### src/sv/wsdf_pkg.sv
`timescale 1ns / 1ps
package wsdf_pkg;

  typedef enum logic [1:0] {
    KindData   = 2'd0,
    KindEmpty  = 2'd1,
    KindReject = 2'd2
  } kind_e;

  typedef enum logic [1:0] {
    ErrNone  = 2'd0,
    ErrTrunc = 2'd1,
    ErrFin   = 2'd2,
    ErrLen64 = 2'd3
  } err_e;

  localparam logic [6:0] LenCodeExt16 = 7'd126;
  localparam logic [6:0] LenCodeExt64 = 7'd127;
  localparam int unsigned MaskKeyBytes = 4;
  localparam int unsigned MaskCntW = $clog2(MaskKeyBytes);

  localparam int unsigned FifoDepth = 4;
  localparam int unsigned FifoPtrW = $clog2(FifoDepth);
  localparam int unsigned FifoCntW = $clog2(FifoDepth + 1);

  typedef struct packed {
    kind_e      kind;
    logic [7:0] payload_byte;
    logic [3:0] opcode;
    logic       last_of_frame;
    err_e       error_code;
  } res_t;

  // handshake between the parser and the result queue
  typedef struct packed {
    logic push;
    res_t item;
  } push_t;

endpackage

### src/sv/wsdf_if.sv
`timescale 1ns / 1ps
interface wsdf_in_if;
  logic       valid;
  logic       ready;
  logic [7:0] data_byte;
  logic       buffer_end;

  modport source (output valid, output data_byte, output buffer_end, input ready);
  modport sink (input valid, input data_byte, input buffer_end, output ready);
endinterface

interface wsdf_out_if;
  logic       valid;
  logic       ready;
  logic [1:0] kind;
  logic [7:0] payload_byte;
  logic [3:0] opcode;
  logic       last_of_frame;
  logic [1:0] error_code;

  modport source (
    output valid, output kind, output payload_byte, output opcode,
    output last_of_frame, output error_code, input ready
  );
  modport sink (
    input valid, input kind, input payload_byte, input opcode,
    input last_of_frame, input error_code, output ready
  );
endinterface

### src/sv/websocket_frame_deframer.sv
`timescale 1ns / 1ps
// websocket frame deframer
// in_i carries one received byte per word with buffer_end set on the
// buffer's final byte; every buffer begins a new frame. out_o carries one
// result word per payload byte (kind data, raw mask-free copy, opcode, last
// flag), one empty-frame completion word, or one rejection word with its
// error code. Header, mask key and trailing bytes give no data word.
// Throughput: one byte per cycle in, one word per cycle out, while the queue
// has room and out_o.ready is high. The header parser updates its state once
// per accepted byte and pushes into a four-entry result queue; an output
// register drains the queue. A byte's word is written into the queue, then
// loaded into the output register that drives out_o.
// Stall: when out_o.ready is low the output register holds its word, the
// queue fills and in_i.ready drops once four words wait behind it.
// Reset (rst_ni low, asynchronous) empties the queue and output register and
// returns the parser to expecting a frame's first byte.
module websocket_frame_deframer (
  input  logic        clk_i,
  input  logic        rst_ni,
  wsdf_in_if.sink     in_i,
  wsdf_out_if.source  out_o
);

  wsdf_pkg::push_t  push;
  wsdf_pkg::res_t   head;
  wsdf_pkg::res_t   out_word;
  logic             full;
  logic             empty;
  logic             pop;

  wsdf_front u_front (
    .clk_i        (clk_i),
    .rst_ni       (rst_ni),
    .in_valid_i   (in_i.valid),
    .data_byte_i  (in_i.data_byte),
    .buffer_end_i (in_i.buffer_end),
    .full_i       (full),
    .in_ready_o   (in_i.ready),
    .push_o       (push)
  );

  wsdf_fifo u_fifo (
    .clk_i   (clk_i),
    .rst_ni  (rst_ni),
    .push_i  (push),
    .pop_i   (pop),
    .full_o  (full),
    .empty_o (empty),
    .head_o  (head)
  );

  wsdf_back u_back (
    .clk_i       (clk_i),
    .rst_ni      (rst_ni),
    .empty_i     (empty),
    .head_i      (head),
    .out_ready_i (out_o.ready),
    .pop_o       (pop),
    .out_valid_o (out_o.valid),
    .out_word_o  (out_word)
  );

  assign out_o.kind          = out_word.kind;
  assign out_o.payload_byte  = out_word.payload_byte;
  assign out_o.opcode        = out_word.opcode;
  assign out_o.last_of_frame = out_word.last_of_frame;
  assign out_o.error_code    = out_word.error_code;

endmodule

### src/sv/wsdf_front.sv
`timescale 1ns / 1ps
module wsdf_front (
  input  logic             clk_i,
  input  logic             rst_ni,
  input  logic             in_valid_i,
  input  logic [7:0]       data_byte_i,
  input  logic             buffer_end_i,
  input  logic             full_i,
  output logic             in_ready_o,
  output wsdf_pkg::push_t  push_o
);

  typedef enum logic [2:0] {
    PhFirst   = 3'd0,
    PhSecond  = 3'd1,
    PhFinBad  = 3'd2,
    PhExtHi   = 3'd3,
    PhExtLo   = 3'd4,
    PhMask    = 3'd5,
    PhPayload = 3'd6,
    PhDone    = 3'd7
  } phase_e;

  phase_e                         phase_q, phase_d;
  logic [wsdf_pkg::MaskCntW-1:0]  hcnt_q, hcnt_d;
  logic [3:0]                     opcode_q, opcode_d;
  logic                           mask_q, mask_d;
  logic [15:0]                    len_q, len_d;
  logic [15:0]                    rem_q, rem_d;

  logic             accept;
  logic             emit;
  wsdf_pkg::res_t   res;
  logic             after_len;
  logic [15:0]      len_new;
  logic             mask_new;
  logic [7:0]       b;
  logic             fin_end;

  assign in_ready_o = !full_i;
  assign accept     = in_valid_i && !full_i;
  assign b          = data_byte_i;
  assign fin_end    = buffer_end_i;

  always_comb begin
    phase_d   = phase_q;
    hcnt_d    = hcnt_q;
    opcode_d  = opcode_q;
    mask_d    = mask_q;
    len_d     = len_q;
    rem_d     = rem_q;
    emit      = 1'b0;
    after_len = 1'b0;
    len_new   = len_q;
    mask_new  = mask_q;
    res.kind          = wsdf_pkg::KindReject;
    res.payload_byte  = 8'h00;
    res.opcode        = opcode_q;
    res.last_of_frame = 1'b0;
    res.error_code    = wsdf_pkg::ErrTrunc;

    unique case (phase_q)
      PhFirst: begin
        opcode_d = b[3:0];
        mask_d   = 1'b0;
        len_d    = 16'h0000;
        rem_d    = 16'h0000;
        hcnt_d   = '0;
        res.opcode = b[3:0];
        if (fin_end) begin
          emit = 1'b1;
        end else begin
          phase_d = b[7] ? PhSecond : PhFinBad;
        end
      end
      PhFinBad: begin
        emit           = 1'b1;
        res.error_code = wsdf_pkg::ErrFin;
        phase_d        = PhDone;
      end
      PhSecond: begin
        mask_d   = b[7];
        mask_new = b[7];
        if (b[6:0] == wsdf_pkg::LenCodeExt64) begin
          emit           = 1'b1;
          res.error_code = wsdf_pkg::ErrLen64;
          phase_d        = PhDone;
        end else if (b[6:0] == wsdf_pkg::LenCodeExt16) begin
          phase_d = PhExtHi;
          emit    = fin_end;
        end else begin
          len_new   = {9'd0, b[6:0]};
          len_d     = len_new;
          after_len = 1'b1;
        end
      end
      PhExtHi: begin
        len_d   = {b, 8'h00};
        phase_d = PhExtLo;
        emit    = fin_end;
      end
      PhExtLo: begin
        len_new   = {len_q[15:8], b};
        len_d     = len_new;
        after_len = 1'b1;
      end
      PhMask: begin
        if (hcnt_q == wsdf_pkg::MaskCntW'(wsdf_pkg::MaskKeyBytes - 1)) begin
          hcnt_d = '0;
          if (len_q == 16'h0000) begin
            phase_d           = PhDone;
            emit              = 1'b1;
            res.kind          = wsdf_pkg::KindEmpty;
            res.last_of_frame = 1'b1;
            res.error_code    = wsdf_pkg::ErrNone;
          end else begin
            phase_d = PhPayload;
            rem_d   = len_q;
            emit    = fin_end;
          end
        end else begin
          hcnt_d = hcnt_q + 1'b1;
          emit   = fin_end;
        end
      end
      PhPayload: begin
        emit = 1'b1;
        if (rem_q <= 16'd1) begin
          rem_d             = 16'h0000;
          phase_d           = PhDone;
          res.kind          = wsdf_pkg::KindData;
          res.payload_byte  = b;
          res.last_of_frame = 1'b1;
          res.error_code    = wsdf_pkg::ErrNone;
        end else if (!fin_end) begin
          rem_d            = rem_q - 16'd1;
          res.kind         = wsdf_pkg::KindData;
          res.payload_byte = b;
          res.error_code   = wsdf_pkg::ErrNone;
        end
      end
      PhDone: begin
      end
      default: begin
      end
    endcase

    // header complete apart from a possible mask key
    if (after_len) begin
      if (mask_new) begin
        phase_d = PhMask;
        hcnt_d  = '0;
        emit    = fin_end;
      end else if (len_new == 16'h0000) begin
        phase_d           = PhDone;
        emit              = 1'b1;
        res.kind          = wsdf_pkg::KindEmpty;
        res.last_of_frame = 1'b1;
        res.error_code    = wsdf_pkg::ErrNone;
      end else begin
        phase_d = PhPayload;
        rem_d   = len_new;
        emit    = fin_end;
      end
    end

    if (fin_end) begin
      phase_d = PhFirst;
      hcnt_d  = '0;
    end
  end

  assign push_o.push = accept && emit;
  assign push_o.item = res;

  always_ff @(posedge clk_i or negedge rst_ni) begin
    if (!rst_ni) begin
      phase_q  <= PhFirst;
      hcnt_q   <= '0;
      opcode_q <= 4'h0;
      mask_q   <= 1'b0;
      len_q    <= 16'h0000;
      rem_q    <= 16'h0000;
    end else if (accept) begin
      phase_q  <= phase_d;
      hcnt_q   <= hcnt_d;
      opcode_q <= opcode_d;
      mask_q   <= mask_d;
      len_q    <= len_d;
      rem_q    <= rem_d;
    end
  end

endmodule

### src/sv/wsdf_fifo.sv
`timescale 1ns / 1ps
module wsdf_fifo (
  input  logic             clk_i,
  input  logic             rst_ni,
  input  wsdf_pkg::push_t  push_i,
  input  logic             pop_i,
  output logic             full_o,
  output logic             empty_o,
  output wsdf_pkg::res_t   head_o
);

  wsdf_pkg::res_t                 mem_q [wsdf_pkg::FifoDepth];
  logic [wsdf_pkg::FifoPtrW-1:0]  wr_ptr_q, rd_ptr_q;
  logic [wsdf_pkg::FifoCntW-1:0]  cnt_q;
  logic                           do_push, do_pop;

  assign full_o  = (cnt_q == wsdf_pkg::FifoCntW'(wsdf_pkg::FifoDepth));
  assign empty_o = (cnt_q == '0);
  assign do_push = push_i.push && !full_o;
  assign do_pop  = pop_i && !empty_o;
  assign head_o  = mem_q[rd_ptr_q];

  always_ff @(posedge clk_i) begin
    if (do_push) begin
      mem_q[wr_ptr_q] <= push_i.item;
    end
  end

  always_ff @(posedge clk_i or negedge rst_ni) begin
    if (!rst_ni) begin
      wr_ptr_q <= '0;
      rd_ptr_q <= '0;
      cnt_q    <= '0;
    end else begin
      if (do_push) begin
        wr_ptr_q <= wr_ptr_q + 1'b1;
      end
      if (do_pop) begin
        rd_ptr_q <= rd_ptr_q + 1'b1;
      end
      if (do_push && !do_pop) begin
        cnt_q <= cnt_q + 1'b1;
      end else if (do_pop && !do_push) begin
        cnt_q <= cnt_q - 1'b1;
      end
    end
  end

endmodule

### src/sv/wsdf_back.sv
`timescale 1ns / 1ps
module wsdf_back (
  input  logic            clk_i,
  input  logic            rst_ni,
  input  logic            empty_i,
  input  wsdf_pkg::res_t  head_i,
  input  logic            out_ready_i,
  output logic            pop_o,
  output logic            out_valid_o,
  output wsdf_pkg::res_t  out_word_o
);

  logic            valid_q;
  wsdf_pkg::res_t  word_q;

  // refill the output register when it is free or being taken
  assign pop_o       = !empty_i && (!valid_q || out_ready_i);
  assign out_valid_o = valid_q;
  assign out_word_o  = word_q;

  always_ff @(posedge clk_i or negedge rst_ni) begin
    if (!rst_ni) begin
      valid_q <= 1'b0;
    end else if (pop_o) begin
      valid_q <= 1'b1;
    end else if (out_ready_i) begin
      valid_q <= 1'b0;
    end
  end

  always_ff @(posedge clk_i) begin
    if (pop_o) begin
      word_q <= head_i;
    end
  end

endmodule

### src/flat_wrapper.sv
// flat-port wrapper written by rule: the top's interface ports become plain ports
module websocket_frame_deframer_flat 
  (clk_i, rst_ni, in_i_valid, in_i_data_byte, in_i_buffer_end, in_i_ready, out_o_valid, out_o_kind, out_o_payload_byte, out_o_opcode, out_o_last_of_frame, out_o_error_code, out_o_ready);
  wsdf_in_if in_i_i ();
  wsdf_out_if out_o_i ();
  input  logic clk_i;
  input  logic rst_ni;
  input wire logic [$bits(in_i_i.valid)-1:0] in_i_valid;
  input wire logic [$bits(in_i_i.data_byte)-1:0] in_i_data_byte;
  input wire logic [$bits(in_i_i.buffer_end)-1:0] in_i_buffer_end;
  output wire logic [$bits(in_i_i.ready)-1:0] in_i_ready;
  output wire logic [$bits(out_o_i.valid)-1:0] out_o_valid;
  output wire logic [$bits(out_o_i.kind)-1:0] out_o_kind;
  output wire logic [$bits(out_o_i.payload_byte)-1:0] out_o_payload_byte;
  output wire logic [$bits(out_o_i.opcode)-1:0] out_o_opcode;
  output wire logic [$bits(out_o_i.last_of_frame)-1:0] out_o_last_of_frame;
  output wire logic [$bits(out_o_i.error_code)-1:0] out_o_error_code;
  input wire logic [$bits(out_o_i.ready)-1:0] out_o_ready;
  assign in_i_i.valid = in_i_valid;
  assign in_i_i.data_byte = in_i_data_byte;
  assign in_i_i.buffer_end = in_i_buffer_end;
  assign in_i_ready = in_i_i.ready;
  assign out_o_valid = out_o_i.valid;
  assign out_o_kind = out_o_i.kind;
  assign out_o_payload_byte = out_o_i.payload_byte;
  assign out_o_opcode = out_o_i.opcode;
  assign out_o_last_of_frame = out_o_i.last_of_frame;
  assign out_o_error_code = out_o_i.error_code;
  assign out_o_i.ready = out_o_ready;
  websocket_frame_deframer u_core (.clk_i(clk_i), .rst_ni(rst_ni), .in_i(in_i_i), .out_o(out_o_i));
endmodule
### config.mk
export PLATFORM = sky130hd
export DESIGN_NAME = websocket_frame_deframer_flat
export DESIGN_NICKNAME = d
export VERILOG_FILES = /design/src/sv/wsdf_pkg.sv /design/src/sv/wsdf_if.sv /design/src/sv/websocket_frame_deframer.sv /design/src/sv/wsdf_front.sv /design/src/sv/wsdf_fifo.sv /design/src/sv/wsdf_back.sv /design/src/flat_wrapper.sv
export SDC_FILE = /design/constraint.sdc
export NUM_CORES = 1
export LEC_CHECK = 0
export BUFFER_PORTS_ARGS = -buffer_cell sky130_fd_sc_hd__buf_2
export CAP_MARGIN = 0
export CORE_MARGIN = 2
export CORE_UTILIZATION = 56
export DETAILED_ROUTE_END_ITERATION = 8
export PLACE_DENSITY_LB_ADDON = 0.12
export SLEW_MARGIN = 20
export SYNTH_ARGS = -nofsm -noshare
export SYNTH_HDL_FRONTEND = slang
export SYNTH_SLANG_ARGS = --single-unit
### constraint.sdc
create_clock -name clk_i -period 3 [get_ports clk_i]
set_clock_uncertainty 0.05 [all_clocks]
set_input_delay 0.15 -clock clk_i [delete_from_list [all_inputs] [get_ports clk_i]]
set_output_delay 0.15 -clock clk_i [all_outputs]
set_load 0.02 [all_outputs]
* Word-level counts from Yosys, hierarchy flattened
Memory sizes are Yosys's and may differ from the RTL's. A register that Yosys moved wholly into a read port is not among the register bits. Index checks and enable logic that the tools add are counted.
Cells by class: reduce and logical (&&, ||, !) cells 28, muxes and demuxes 69, bitwise logic cells 1, add/sub/neg operators 6, magnitude comparators 1, equal/unequal tests 13
Operator list (count):
- 2-to-1 mux 16 bit | 9
- case mux 16 bit (4 select lines) | 1
- case mux 16 bit (3 select lines) | 1
- 2-to-1 mux 3 bit | 13
- zero test 16 bit | 2
- case mux 16 bit (2 select lines) | 1
- 2-to-1 mux 2 bit | 12
- 2-to-1 mux 1 bit | 20
- 2-to-1 mux 10 bit | 2
- case mux 3 bit (6 select lines) | 1
- <= comparator 16 x 1 -> 1 bit, second input constant | 1
- subtractor 16 x 1 -> 16 bit, second input constant | 1
- equality test 7 bit, second input constant | 2
- equality test 3 bit, second input constant | 4
- 2-to-1 mux 8 bit | 1
- inequality test 4 bit, second input constant | 2
- case mux 2 bit (2 select lines) | 2
- case mux 2 bit (4 select lines) | 1
- nonzero test 8 bit | 1
- logical AND 1 bit | 7
- adder 2 x 1 -> 2 bit, second input constant | 3
- equality test 3 x 2 -> 1 bit, second input constant | 2
- zero test 3 bit | 2
- case mux 1 bit (2 select lines) | 3
- 17 further kinds | 24
Storage, ports and cells: input port bits 13, RAM bits 68, output and inout port bits 19, memories 1, logic and storage cells 130, flip-flop bits (word level) 50
Memory list:
- u_core.u_fifo.mem_q | words 4, width 17, rd ports 1, clocked after Yosys merged registers in 1, wr ports 1, RTL line wsdf_fifo.sv:12 | wsdf_pkg::res_t mem_q [wsdf_pkg::FifoDepth];

* Logic depth before layout (Yosys ltp)
Gate-level depths: netlist of the first run.
depth in word-level cells 14, mapped depth 14, depth with buffers taken out 12

* Cells and area by module
Synthesis of the first run repeated with hierarchy kept, for this count alone.
Unflattened totals: cell total of the unflattened synthesis 574, area, all modules 6859.1 um^2
By module, submodules not included:
- wsdf_front | area an instance 3373.2 um^2, sequential area each 1051.0 um^2, cells each 427, instances 1
- wsdf_fifo | area an instance 2925.3 um^2, sequential area each 2217.1 um^2, cells each 125, instances 1
- wsdf_back | area an instance 560.5 um^2, sequential area each 535.5 um^2, cells each 22, instances 1

* Least setup slack after synthesis of the first run
Ideal clock, no wire load.
kind register to register, start point register u_core.u_front.phase_q[0], end point register u_core.u_fifo.cnt_q[2] (netlist bit), data arrival time 3.172 ns, buffers on the path 2, library setup time 0.079 ns, period minus slack after synthesis 3.301 ns, setup slack -0.301 ns, cell stages (with the launch flop) 15, required time 2.871 ns, cell sequence dfrtp_1 buf_4 buf_6 and3_1 a2111oi_2 nand2_1 nor4_2 nand3_1 a31oi_2 ha_1 inv_1 fa_1 xor2_1 nor2_1 xor2_1
Between the ends: longest elaborated chain between the ends 11, elaborated cells on any way between the ends 23, classes of those cells eq/ne (6); mux (8); reduce/logical (9)
Ends and longest elaborated chain:
- start, declared | RTL line wsdf_front.sv:24 | phase_e phase_q, phase_d;
- start signal, assigned | RTL line wsdf_front.sv:178 | phase_q <= PhFirst;
- start signal, assigned | RTL line wsdf_front.sv:185 | phase_q <= phase_d;
- equality test 3 bit or equality test 3 x 1 -> 1 bit (tied branches) | RTL line wsdf_front.sv:62 | unique case (phase_q)
- case mux 16 bit (2 select lines) | RTL line wsdf_front.sv:62
- zero test 16 bit | RTL line wsdf_front.sv:154 | end else if (len_new == 16'h0000) begin
- 2-to-1 mux 1 bit | RTL line wsdf_front.sv:154
- 2-to-1 mux 1 bit | RTL line wsdf_front.sv:150 | if (mask_new) begin
- 2-to-1 mux 1 bit (*) | RTL line wsdf_front.sv:149 | if (after_len) begin
- logical AND 1 bit (*) | RTL line wsdf_front.sv:173 | assign push_o.push = accept && emit;
- logical AND 1 bit (*) | RTL line wsdf_fifo.sv:19 | assign do_push = push_i.push && !full_o;
- via u_core.u_fifo.do_push | RTL line wsdf_fifo.sv:15 | logic do_push, do_pop;
- zero test 1 bit | RTL line wsdf_fifo.sv:43 | end else if (do_pop && !do_push) begin
- logical AND 1 bit | RTL line wsdf_fifo.sv:43
- nonzero test 2 bit (no line)
- end signal, assigned | RTL line wsdf_fifo.sv:42 | cnt_q <= cnt_q + 1'b1;
- end signal, assigned | RTL line wsdf_fifo.sv:44 | cnt_q <= cnt_q - 1'b1;
- end, declared | RTL line wsdf_fifo.sv:14 | logic [wsdf_pkg::FifoCntW-1:0] cnt_q;
The timed path passes the listed nets; every way through them passes the cells marked *. A chain may end at the register's enable or synchronous reset.

* Worst setup path after layout of the first run
start point register u_core.u_front.phase_q[2], end point register u_core.u_fifo.cnt_q[2] (netlist bit)
The elaborated chain is that of the path after synthesis.

==> impl_results.md, run 1 <==
- Status: complete, no violations
- Crit path time final: 3000 ps
- Synthesized flop and latch total: 135
- HP Class: in -> reg
- Max Freq: 0.333 GHz
- Fillers: 813
- Initial Utilization: 58.0%
- Die height: 113 µm
- Worst slew pin tran: 897 ps
- Period utilization: 100%
- Max-cap viol count: 0
- Drt via density: 6.38
- GRT Total Usage: 30.1%
- Sequential area share after synthesis: 56.7%
- Worst r2r dst: u_core.u_fifo.cnt_q[2]
- Worst Setup End Kind: flop
- Cell chosen for the clock root: clkbuf_16
- Area growth from synthesis to layout: 23.3%
- WHS Endpoint: u_core.u_front.len_q[13]
- Initial antenna violation count: 0
- Final net count: 687
- Hold depth: 2
- WL/cell: 22.6 µm
- Critical-path maximum fanout: 10
- H-tree depth: 4
- Avg Inst Size Synth: 12.0 µm²
- CTS tree: done
- Clock Pin Slew Worst Setup and Hold Paths: 60 ps
- GRT overflow: 0
- Largest net degree at the start of global routing: 30
- Reg2reg setup slack: 0.8 ps
- Synth warn: 0
- Data arrival time of the worst path: 3290 ps
- Asr flop ratio synth: 37.0%
- Setup CP Type: reg -> reg
- Hold slack: 84.7 ps
- Core Region: 11600 µm²
- First-pass GRT wire length: 28.4 mm
- Initial detailed-routing violation count: 572
- Worst R2R Path Depth: 13
- Routed via count: 5239
- Final setup TNS: 0 ps
- Distinct cells, synth: 76
- LEAKAGE: 0.00329 µW
- Clk buf depth: 2
- Worst Min Path Start: in_i_data_byte[5]
- Die Footprint: 12900 µm²
- Post-Syn Area: 6710 µm²
- Port Buffers: 31
- CP Launch Type: flop
- Post-synth EDFFs: 85
- Routed WL: 18.5 mm
- # diodes: 0
- RSZ-0062 raised after global routing: true
- Final ANT Viol Nets: 0
- Row count: 39
- Pwr per Cell Area: 1190 nW/µm²
- Reg2Reg Launch Point: u_core.u_front.phase_q[2]
- Mapped Nets: 579
- Slew HR: 39.7%
- Die X: 113 µm
- Max-slew violation count: 0
- Clock Latency Late Sink: 420 ps
- Prevailing post-synth register cell: edfxtp_1
- Clock Sinks: 135
- Num CTS Buffers: 17
- VDD IR max: 669 µV
- Final hold violations: 0
- Final GP Congestion: 0.934
- DRC viols: 0
- Io pins: 32
- Final Setup Violations: 0
- Layout cell share with drive strength beyond 1: 29.1%
- Vias in the first global route: 5223
- Initial DRT Pass Iterations: 7
- Post-Syn Instances: 557
- CP required: 3290 ps
- Detail Placement HPWL: 13.0 mm
- End-of-flow core utilization: 71.5%
==> logic make-up after synthesis <==
family                   share of synthesized area (%)
XOR/XNOR                                          1.31
multiplexers                                      7.01
AO/OA/AOI/OAI                                     15.1
AND/OR/NAND/NOR                                   15.1
adder cells (fa/ha/maj)                           1.79
buffers and inverters                             3.04
flip-flops                                        56.7
==> cells in the final DEF (no fill, tap or decap), types with 4 or more instances in the layout <==
| cell | count |
|---|---|
| o22ai_1 | 4 |
| xnor2_1 | 4 |
| a21oi_1 | 22 |
| nand2_1 | 77 |
| clkinv_4 | 4 |
| mux4_2 | 17 |
| inv_1 | 12 |
| a31oi_1 | 6 |
| o31ai_1 | 5 |
| o31a_1 | 5 |
| clkbuf_16 | 17 |
| dfrtp_1 | 49 |
| or3_1 | 6 |
| xor2_1 | 6 |
| a32o_1 | 8 |
| buf_12 | 4 |
| nand4_1 | 7 |
| ha_1 | 7 |
| and2_1 | 17 |
| a22o_1 | 13 |
| o21ai_0 | 25 |
| mux2_2 | 6 |
| nor4_1 | 6 |
| nor2b_1 | 7 |
| o2111ai_1 | 5 |
| edfxtp_1 | 85 |
| nand3_1 | 10 |
| o21a_1 | 4 |
| buf_4 | 82 |
| buf_2 | 31 |
| nor2_1 | 22 |
| nor3_1 | 16 |
==> metrics by stage <==
stage | area (µm²) | instances | setup WS [ps] | total power (µW)
global route | 8270 | 821 | -145 | 10300
finish | 8270 | 821 | 0.842 | 9840
CTS | 8180 | 816 | 4.79 | 9660
floorplan | 6760 | 557 | 3.69 | 5930
global placement | 7610 | 782 | 74.8 | 7630
detailed placement | 7610 | 782 | 13.7 | 7760
==> synth_stat cells (all sizes together), types with 7 or more instances <==
library cell	number	area share (%)
edfxtp	85	38
nand2	77	4.3
dfrtp	50	19
o21ai	26	1.9
a21oi	24	1.8
clkbuf	23	1.3
nor2	22	1.2
and2	17	1.6
mux4	17	5.7
nor3	16	1.2
a22o	13	1.7
inv	13	0.73
nand3	12	0.90
buf	10	0.99
nor4	9	0.93
a32o	8	1.2
ha	8	1.5
nand4	8	0.97
a31oi	7	0.75
nor2b	7	0.65
or3	7	0.73
==> final cells by class <==
type | instances | area (µm²) | area share (%)
sequential | 135 | 3800 | 46.0
multi-input combinational | 376 | 2800 | 33.9
timing repair buffer | 122 | 905 | 10.9
clock buffer | 18 | 429 | 5.19
tap | 143 | 179 | 2.16
clock inverter | 14 | 103 | 1.24
inverter | 13 | 48.8 | 0.590
==> per-layer routing <==
| layer | vias up | share of wire (%) | GRT usage, % | routed length, µm |
|---|---|---|---|---|
| li1 | 2367 | - | - | - |
| met1 | 2614 | 41 | 37.3 | 7570 |
| met2 | 207 | 51 | 51.6 | 9380 |
| met3 | 51 | 4.9 | 5.79 | 913 |
| met4 | 0 | 3.5 | 13.9 | 654 |
| met5 | - | 0 | 0 | 0 |
==> critical path: stages (launching register included) <==
cell	delay, ps
dfrtp_1	410
buf_6	160
and3_1	170
a2111oi_2	270
nand2_1	160
a2111oi_4	380
nand3_2	150
a31oi_4	190
ha_4	160
inv_2	40
fa_2	330
xor2_1	150
nor2_1	140
xor2_1	160
==> sequential cells by signal, indices dropped and copies added (netlist names) <==
signal                     flops
u_core.u_front.len_q          16
u_core.u_fifo.rd_ptr_q         2
u_core.u_front.opcode_q        4
u_core.u_fifo.cnt_q            3
u_core.u_front.mask_q          1
u_core.u_fifo.mem_q           68
u_core.u_back.out_valid_o      1
u_core.u_fifo.wr_ptr_q         2
u_core.u_front.rem_q          16
u_core.u_back.out_word_o      17
u_core.u_front.phase_q         3
u_core.u_front.hcnt_q          2
==> power by group <==
group / internal, µW / switching (µW)
Sequential: 2780 / 480
Clock: 1060 / 795
Combinational: 2130 / 2590
Total: 5970 / 3870
==> worst max-delay path by stage <==
stage                                    from                      to  slack, ps  depth (start not counted)
global route        u_core.u_front.phase_q[2]  u_core.u_fifo.cnt_q[2]       -140                         14
finish              u_core.u_front.phase_q[2]  u_core.u_fifo.cnt_q[2]        0.8                         13
global placement    u_core.u_front.phase_q[1]  u_core.u_fifo.cnt_q[2]         70                         13
detailed placement  u_core.u_front.phase_q[1]  u_core.u_fifo.cnt_q[2]         10                         13
CTS                 u_core.u_front.phase_q[1]  u_core.u_fifo.cnt_q[2]          5                         13
floorplan           u_core.u_front.phase_q[1]  u_core.u_fifo.cnt_q[2]          4                         13
==> timing repair <==
| action | CTS | global route |
|---|---|---|
| hold endpoints to repair | 29 | 0 |
| buffers inserted | 0 | 5 |
| pin swaps | 0 | 3 |
| endpoints found under the setup margin | 1 | 5 |
| hold buffers | 2 | 0 |
| gates resized for setup | 1 | 12 |
Note: power is estimated with default switching activity, not from simulation.
==> inputs of run 2 (changes only) <==
- GPL_TIMING_DRIVEN: default -> 0
==> run 2 against run 1 <==
  * The run now ends with negative setup slack left
  * Via count increased by 1.6%
  * Maximum frequency shrank 5.2%
  * Critical endpoint unchanged
  * Die area stayed put
  * Sequential share of layout area is 0.56 points higher
  * Global-route usage fell by 0.75 points
  * Critical path type unchanged
  * Combinational power is 2% lower
  * First-iteration DRC count grew 8.9%
  * Clock power rose by 17%
  * Routed wire length increased by 0.71%
  * Total power rose by 2.3%
  * Highest routed layer unchanged
  * Largest cell class unchanged
==> impl_results.md, run 2 (synthesis results as in run 1) <==
- CP required: 3290 ps (about the same)
- Critical path's largest stage delay: 460 ps (was 410 ps)
- H-tree depth: 4 (unchanged)
- DRC viols: 0 (unchanged)
- Final hold violations: 0 (unchanged)
- Die X: 113 µm (unchanged)
- Clock Sinks: 135 (unchanged)
- Final GP Congestion: 0.954 (was 0.934)
- First-pass GRT wire length: 28.0 mm (was 28.4 mm)
- Io pins: 32 (unchanged)
- Max-cap viol count: 0 (unchanged)
- Hold slack: 68.9 ps (was 84.7 ps)
- Layout cell share with drive strength beyond 1: 26.5% (was 29.1%)
- Clk buf depth: 2 (unchanged)
- Port Buffers: 26 (was 31)
- WL/cell: 23.5 µm (was 22.6 µm)
- CP Launch Type: flop (unchanged)
- Final Setup Violations: 2 (was 0)
- Design area: 8180 µm² (was 8270 µm²)
- Max-slew violation count: 0 (unchanged)
- Pwr per Cell Area: 1230 nW/µm² (was 1190 nW/µm²)
- End-of-flow core utilization: 70.7% (was 71.5%)
- Final worst slack: -164 ps (was 0.842 ps)
- Initial detailed-routing violation count: 623 (was 572)
- Initial Utilization: 58.0% (unchanged)
- Most frequent cells in the layout: edfxtp_1, nand2_1, dfrtp_1 (was edfxtp_1, buf_4, nand2_1)
- LEAKAGE: 0.00316 µW (was 0.00329 µW)
- Max reg flops: 68 (unchanged)
- Most used cell, CP: xor2_1 (unchanged)
- # diodes: 0 (unchanged)
- Row count: 39 (unchanged)
- Largest net degree at the start of global routing: 51 (was 30)
- GRT overflow: 0 (unchanged)
- Cell Chain, Critical Path: nor4_4 > o2111a_1 > o221ai_2 > a2111oi_4 > nand3_2 > a31oi_4 > ha_4 > inv_2 > fa_2 > xor2_1 > nor2_1 > xor2_1 (was buf_6 > and3_1 > a2111oi_2 > nand2_1 > a2111oi_4 > nand3_2 > a31oi_4 > ha_4 > inv_2 > fa_2 > xor2_1 > nor2_1 > xor2_1)
- Vias in the first global route: 5151 (was 5223)
- Worst slew pin tran: 959 ps (was 897 ps)
- HP Class: in -> reg (unchanged)
- Critical-path maximum fanout: 4 (was 10)
- Cell chosen for the clock root: clkbuf_16 (unchanged)
- Status: finished with violations (was complete, no violations)
- CTS tree: done (unchanged)
- Data arrival time of the worst path: 3460 ps (was 3290 ps)
- Initial DRT Pass Iterations: 5 (was 7)
- Multi-input combinational cell area: 2990 µm² (was 2800 µm²)
- Clock Latency Late Sink: 420 ps (about the same)
- VDD IR max: 633 µV (was 669 µV)
- Cell Count, Final, Fillers Out: 792 (was 821)
- Die height: 113 µm (unchanged)
- Slew HR: 35.5% (was 39.7%)
- Period utilization: 105% (was 100%)
- Post-Place Cell Area: 7080 µm² (was 7610 µm²)
- Most flop-heavy register: u_core.u_fifo.mem_q (unchanged)
- Fillers: 807 (was 813)
- Core Region: 11600 µm² (unchanged)
- Detail Placement HPWL: 11.6 mm (was 13.0 mm)
- RSZ-0062 raised after global routing: true (unchanged)
- Die Footprint: 12900 µm² (unchanged)
- Crit path time final: 3160 ps (was 3000 ps)
- Placed insts: 726 (was 782)
- Area growth from synthesis to layout: 21.9% (was 23.3%)
- Clock Pin Slew Worst Setup and Hold Paths: 60 ps (about the same)
- Initial antenna violation count: 0 (unchanged)
- Drt via density: 6.72 (was 6.38)
- Final net count: 658 (was 687)
- Failing checks: negative setup slack
- Register area: 3810 µm² (was 3800 µm²)
- Final ANT Viol Nets: 0 (unchanged)
- Max Freq: 0.316 GHz (was 0.333 GHz)
- GRT Total Usage: 29.4% (was 30.1%)
- Routed via count: 5321 (was 5239)
- Slowest-stage cell, CP: dfrtp_1 (unchanged)
- Worst Setup End Kind: flop (unchanged)
- Most common cell after layout, fill and taps aside: edfxtp_1 (unchanged)
- Routed WL: 18.7 mm (was 18.5 mm)
- Num CTS Buffers: 17 (unchanged)
- Setup CP Type: reg -> reg (unchanged)
==> run 2: cell count changes in the layout (fill, tap and decap cells not counted), moves of 3 or more <==
| cell | change |
|---|---|
| buf_4 | -58 |
| clkbuf_2 | +8 |
| buf_6 | +5 |
| buf_12 | -4 |
| and2_4 | +10 |
| bufinv_16 | +3 |
| clkbuf_8 | +3 |
| and2_1 | -4 |
| clkbuf_1 | +14 |
==> run 2: worst paths after layout <==
kind,from,end,slack (ps),cells past startpoint
min in group asynchronous,rst_ni,u_core.u_front.len_q[5],240,2
worst min-delay path,in_i_data_byte[4],u_core.u_front.len_q[12],70,2
worst max-delay path,u_core.u_front.len_q[13],u_core.u_fifo.cnt_q[2],-160,12
worst max register to register,u_core.u_front.len_q[13],u_core.u_fifo.cnt_q[2],-160,12
worst min register to register,u_core.u_fifo.cnt_q[2],u_core.u_fifo.cnt_q[2],450,1
max in group asynchronous,rst_ni,u_core.u_front.len_q[14],2150,2
==> run 2: cell type report <==
class,count,share of cell area (%)
multi-input combinational,382,36.6
inverter,13,0.597
sequential,135,46.6
tap,143,2.19
clock inverter,11,1.78
timing repair buffer,55,4.45
buffer,32,2.11
clock buffer,21,5.75
==> run 2: through the flow <==
stage | power, µW | worst slack [ps] | TNS (ps)
floorplan | 5930 | 3.69 | 0
global placement | 6950 | -788 | -60680
detailed placement | 7030 | -792 | -60740
CTS | 9550 | -168 | -3010
global route | 10500 | -285 | -2620
finish | 10100 | -164 | -288
==> run 2: critical path, delay by kind of cell (launching register included) <==
family | cells | cell delay [ps]
buffers and inverters | 1 | 40
adders and majority gates | 2 | 500
AOI/OAI and AO/OA | 4 | 1080
xor gates and xnor gates | 2 | 310
DFF | 1 | 460
and+or+nand+nor | 3 | 660
==> run 2: report_power, final <==
group	internal, µW	total, µW	switching (µW)	leakage [µW]
Combinational	1930	4640	2710	0.00143
Clock	1370	2170	796	0.000297
Sequential	2780	3260	474	0.00144
==> run 2: repair_timing <==
item	4_1_cts	5_1_grt
gates cloned	0	6
endpoints found under the setup margin	102	125
hold endpoints to repair	51	0
setup buffers	16	11
resized for setup	27	39
hold buffers	2	0
pin swaps	13	15
==> run 2: layer usage <==
| layer | vias to the layer above | share of wire, % | global-route usage, % |
|---|---|---|---|
| li1 | 2328 | - | - |
| met1 | 2650 | 41 | 38.2 |
| met2 | 273 | 49 | 47.7 |
| met3 | 70 | 6.0 | 6.00 |
| met4 | 0 | 4.4 | 14.5 |
| met5 | - | 0 | 0 |
==> inputs of run 3 (changes only) <==
- BUFFER_PORTS_ARGS: -buffer_cell sky130_fd_sc_hd__buf_2 -> -buffer_cell sky130_fd_sc_hd__clkbuf_2
==> run 3 against run 2 <==
  * The flow still finishes with violations (negative setup slack)
  * Sequential power barely moved
  * Critical endpoint unchanged
  * Global-route usage fell by 1.9 points
  * Via count fell by 0.70%
  * Count of clock-buffer cells in the layout fell by 3
  * Core utilization fell by 1.0 points
  * Design area fell by 1.4%
  * Largest power group unchanged
  * Combinational power fell by 3%
  * Sequential share of layout area rose by 0.68 points
  * Worst hold slack got worse by 10 ps
==> impl_results.md, run 3 (synthesis results as in run 1) <==
- Status: finished with violations (unchanged)
- Failing checks: negative setup slack (unchanged)
- Combinational Power Share: 46.7% (was 46.1%)
- Fillers: 805 (was 807)
- Port Buffers: 26 (unchanged)
- Clock Pin Slew Worst Setup and Hold Paths: 60 ps (about the same)
- Die height: 113 µm (unchanged)
- H-tree depth: 4 (unchanged)
- Data arrival time of the worst path: 3500 ps (was 3460 ps)
- Worst Min Path Start: in_i_data_byte[4] (unchanged)
- Layout cell share with drive strength beyond 1: 25.3% (was 26.5%)
- Met3 Wirelength: 1.07 mm (was 1.12 mm)
- Reg power frac: 33.6% (was 32.4%)
- Final GP Congestion: 0.957 (was 0.954)
- Final Setup Violations: 12 (was 2)
- Routed via count: 5284 (was 5321)
- VDD IR max: 541 µV (was 633 µV)
- Final ANT Viol Nets: 0 (unchanged)
- # diodes: 0 (unchanged)
- Switching Fraction: 40.4% (was 39.6%)
- Clk buf depth: 2 (unchanged)
- Detail Placement HPWL: 11.3 mm (was 11.6 mm)
- Max-slew violation count: 0 (unchanged)
- Setup CP Type: reg -> reg (unchanged)
- HP Class: in -> reg (unchanged)
- Hold slack: 58.5 ps (was 68.9 ps)
- Clock Power Share: 19.7% (was 21.6%)
- Max reg flops: 68 (unchanged)
- Final hold violations: 0 (unchanged)
- WL met1: 7.33 mm (was 7.58 mm)
- Crit path time final: 3200 ps (was 3160 ps)
- Drt via density: 6.69 (was 6.72)
- CP startpoint: u_core.u_front.phase_q[2] (was u_core.u_front.len_q[13])
- Reg2reg setup slack: -200 ps (was -160 ps)
- GRT overflow: 0 (unchanged)
- Worst slew pin tran: 900 ps (was 959 ps)
- Routed WL: 17.7 mm (was 18.7 mm)
- Final worst slack: -202 ps (was -164 ps)
- Initial Utilization: 58.0% (unchanged)
- Pint: 5760 µW (was 6080 µW)
- Slew HR: 39.5% (was 35.5%)
- First-pass GRT wire length: 26.6 mm (was 28.0 mm)
- Most frequent cells in the layout: edfxtp_1, nand2_1, dfrtp_1 (unchanged)
- WL/cell: 22.5 µm (was 23.5 µm)
- Period utilization: 107% (was 105%)
- Most flop-heavy register: u_core.u_fifo.mem_q (unchanged)
- Io pins: 32 (unchanged)
- Placed insts: 726 (unchanged)
- Clock Sinks: 135 (unchanged)
- GRT Total Usage: 27.5% (was 29.4%)
- Cell Count, Final, Fillers Out: 790 (was 792)
- Clock Latency Late Sink: 420 ps (about the same)
- Max-cap viol count: 0 (unchanged)
- CP required: 3300 ps (was 3290 ps)
- RSZ-0062 raised after global routing: true (unchanged)
- Initial antenna violation count: 0 (unchanged)
- Vias in the first global route: 4925 (was 5151)
- CTS tree: done (unchanged)
- Die X: 113 µm (unchanged)
- LEAKAGE: 0.00309 µW (was 0.00316 µW)
- Cell chosen for the clock root: clkbuf_16 (unchanged)
- Most common cell after layout, fill and taps aside: edfxtp_1 (unchanged)
- Initial detailed-routing violation count: 674 (was 623)
- Final net count: 656 (was 658)
- Die Footprint: 12900 µm² (unchanged)
- Pwr per Cell Area: 1200 nW/µm² (was 1230 nW/µm²)
- Core Region: 11600 µm² (unchanged)
- Critical-path maximum fanout: 5 (was 4)
- Worst Setup End Kind: flop (unchanged)
- Initial DRT Pass Iterations: 7 (was 5)
- Multi-input combinational cell area: 2980 µm² (was 2990 µm²)
- Max Freq: 0.312 GHz (was 0.316 GHz)
- Num CTS Buffers: 17 (unchanged)
- Row count: 39 (unchanged)
- Top Metal Used: met4 (unchanged)
- CP Launch Type: flop (unchanged)
- Area growth from synthesis to layout: 20.1% (was 21.9%)
- Reg2Reg Launch Point: u_core.u_front.phase_q[2] (was u_core.u_front.len_q[13])
- NetSw: 3910 µW (was 3980 µW)
- Largest net degree at the start of global routing: 51 (unchanged)
- Register area: 3810 µm² (unchanged)
- Routed wl met2: 8.60 mm (was 9.13 mm)
- DRC viols: 0 (unchanged)
[run 3: worst max-delay path, stage by stage (launching register included)]
cell and delay, ps:
dfrtp_2 450, buf_4 160, xnor2_2 160, a221oi_2 350
o221ai_2 180, a2111oi_4 430, nand3_2 160, a31oi_4 200
ha_4 160, inv_2 30, fa_2 340, xor2_2 150
nor2_1 130, xor2_1 150
[run 3: metal layers]
| layer | vias to the layer above | global-route usage (%) |
|---|---|---|
| li1 | 2328 | - |
| met1 | 2606 | 36.5 |
| met2 | 275 | 43.8 |
| met3 | 75 | 5.53 |
| met4 | 0 | 13.9 |
| met5 | - | 0 |
[run 3: worst paths after layout]
path | endpoint | cells past startpoint
setup reg to reg | u_core.u_fifo.cnt_q[2] | 13
hold / removal | u_core.u_front.len_q[12] | 2
setup / recovery | u_core.u_fifo.cnt_q[2] | 13
min in group asynchronous | u_core.u_front.len_q[2] | 2
hold reg to reg | u_core.u_fifo.cnt_q[2] | 1
max in group asynchronous | u_core.u_front.len_q[13] | 2
[run 3: layout make-up]
cell class | count | area share [%]
Timing Repair Buffer | 51 | 4.08
Inverter | 13 | 0.605
Tap cell | 143 | 2.22
Clock buffer | 18 | 5.33
Multi-Input combinational cell | 383 | 37.0
Clock inverter | 14 | 1.35
Sequential cell | 135 | 47.2
Buffer | 33 | 2.14
[run 3: power groups by stage]
stage,combinational [µW],clock (µW),sequential [µW]
6_report,4520,1910,3250
5_1_grt,4850,1990,3300
4_1_cts,4070,1920,3210
3_5_place_dp,3780,0,3230
3_3_place_gp,3740,0,3210
2_1_floorplan,2670,0,3260
[run 3: stage by stage]
| stage | area, µm² | util (%) | setup TNS, ps | setup slack (ps) | total power (µW) |
|---|---|---|---|---|---|
| after detailed placement | 7080 | 61.3 | -55920 | -756 | 7010 |
| after global routing | 8060 | 69.7 | -2120 | -284 | 10100 |
| final | 8060 | 69.7 | -605 | -202 | 9680 |
| after CTS | 7830 | 67.7 | -279 | -164 | 9200 |
| after global placement | 7070 | 61.1 | -64140 | -833 | 6950 |
| after floorplan | 6760 | - | 0 | 3.69 | 5930 |
[run 3: repair_timing]
item,CTS,global route
pin swaps,10,17
hold buffers,2,0
endpoints found under the hold margin,51,0
gates resized for setup,22,31
gates cloned,1,7
endpoints found under the setup margin,100,97
buffers inserted,15,8
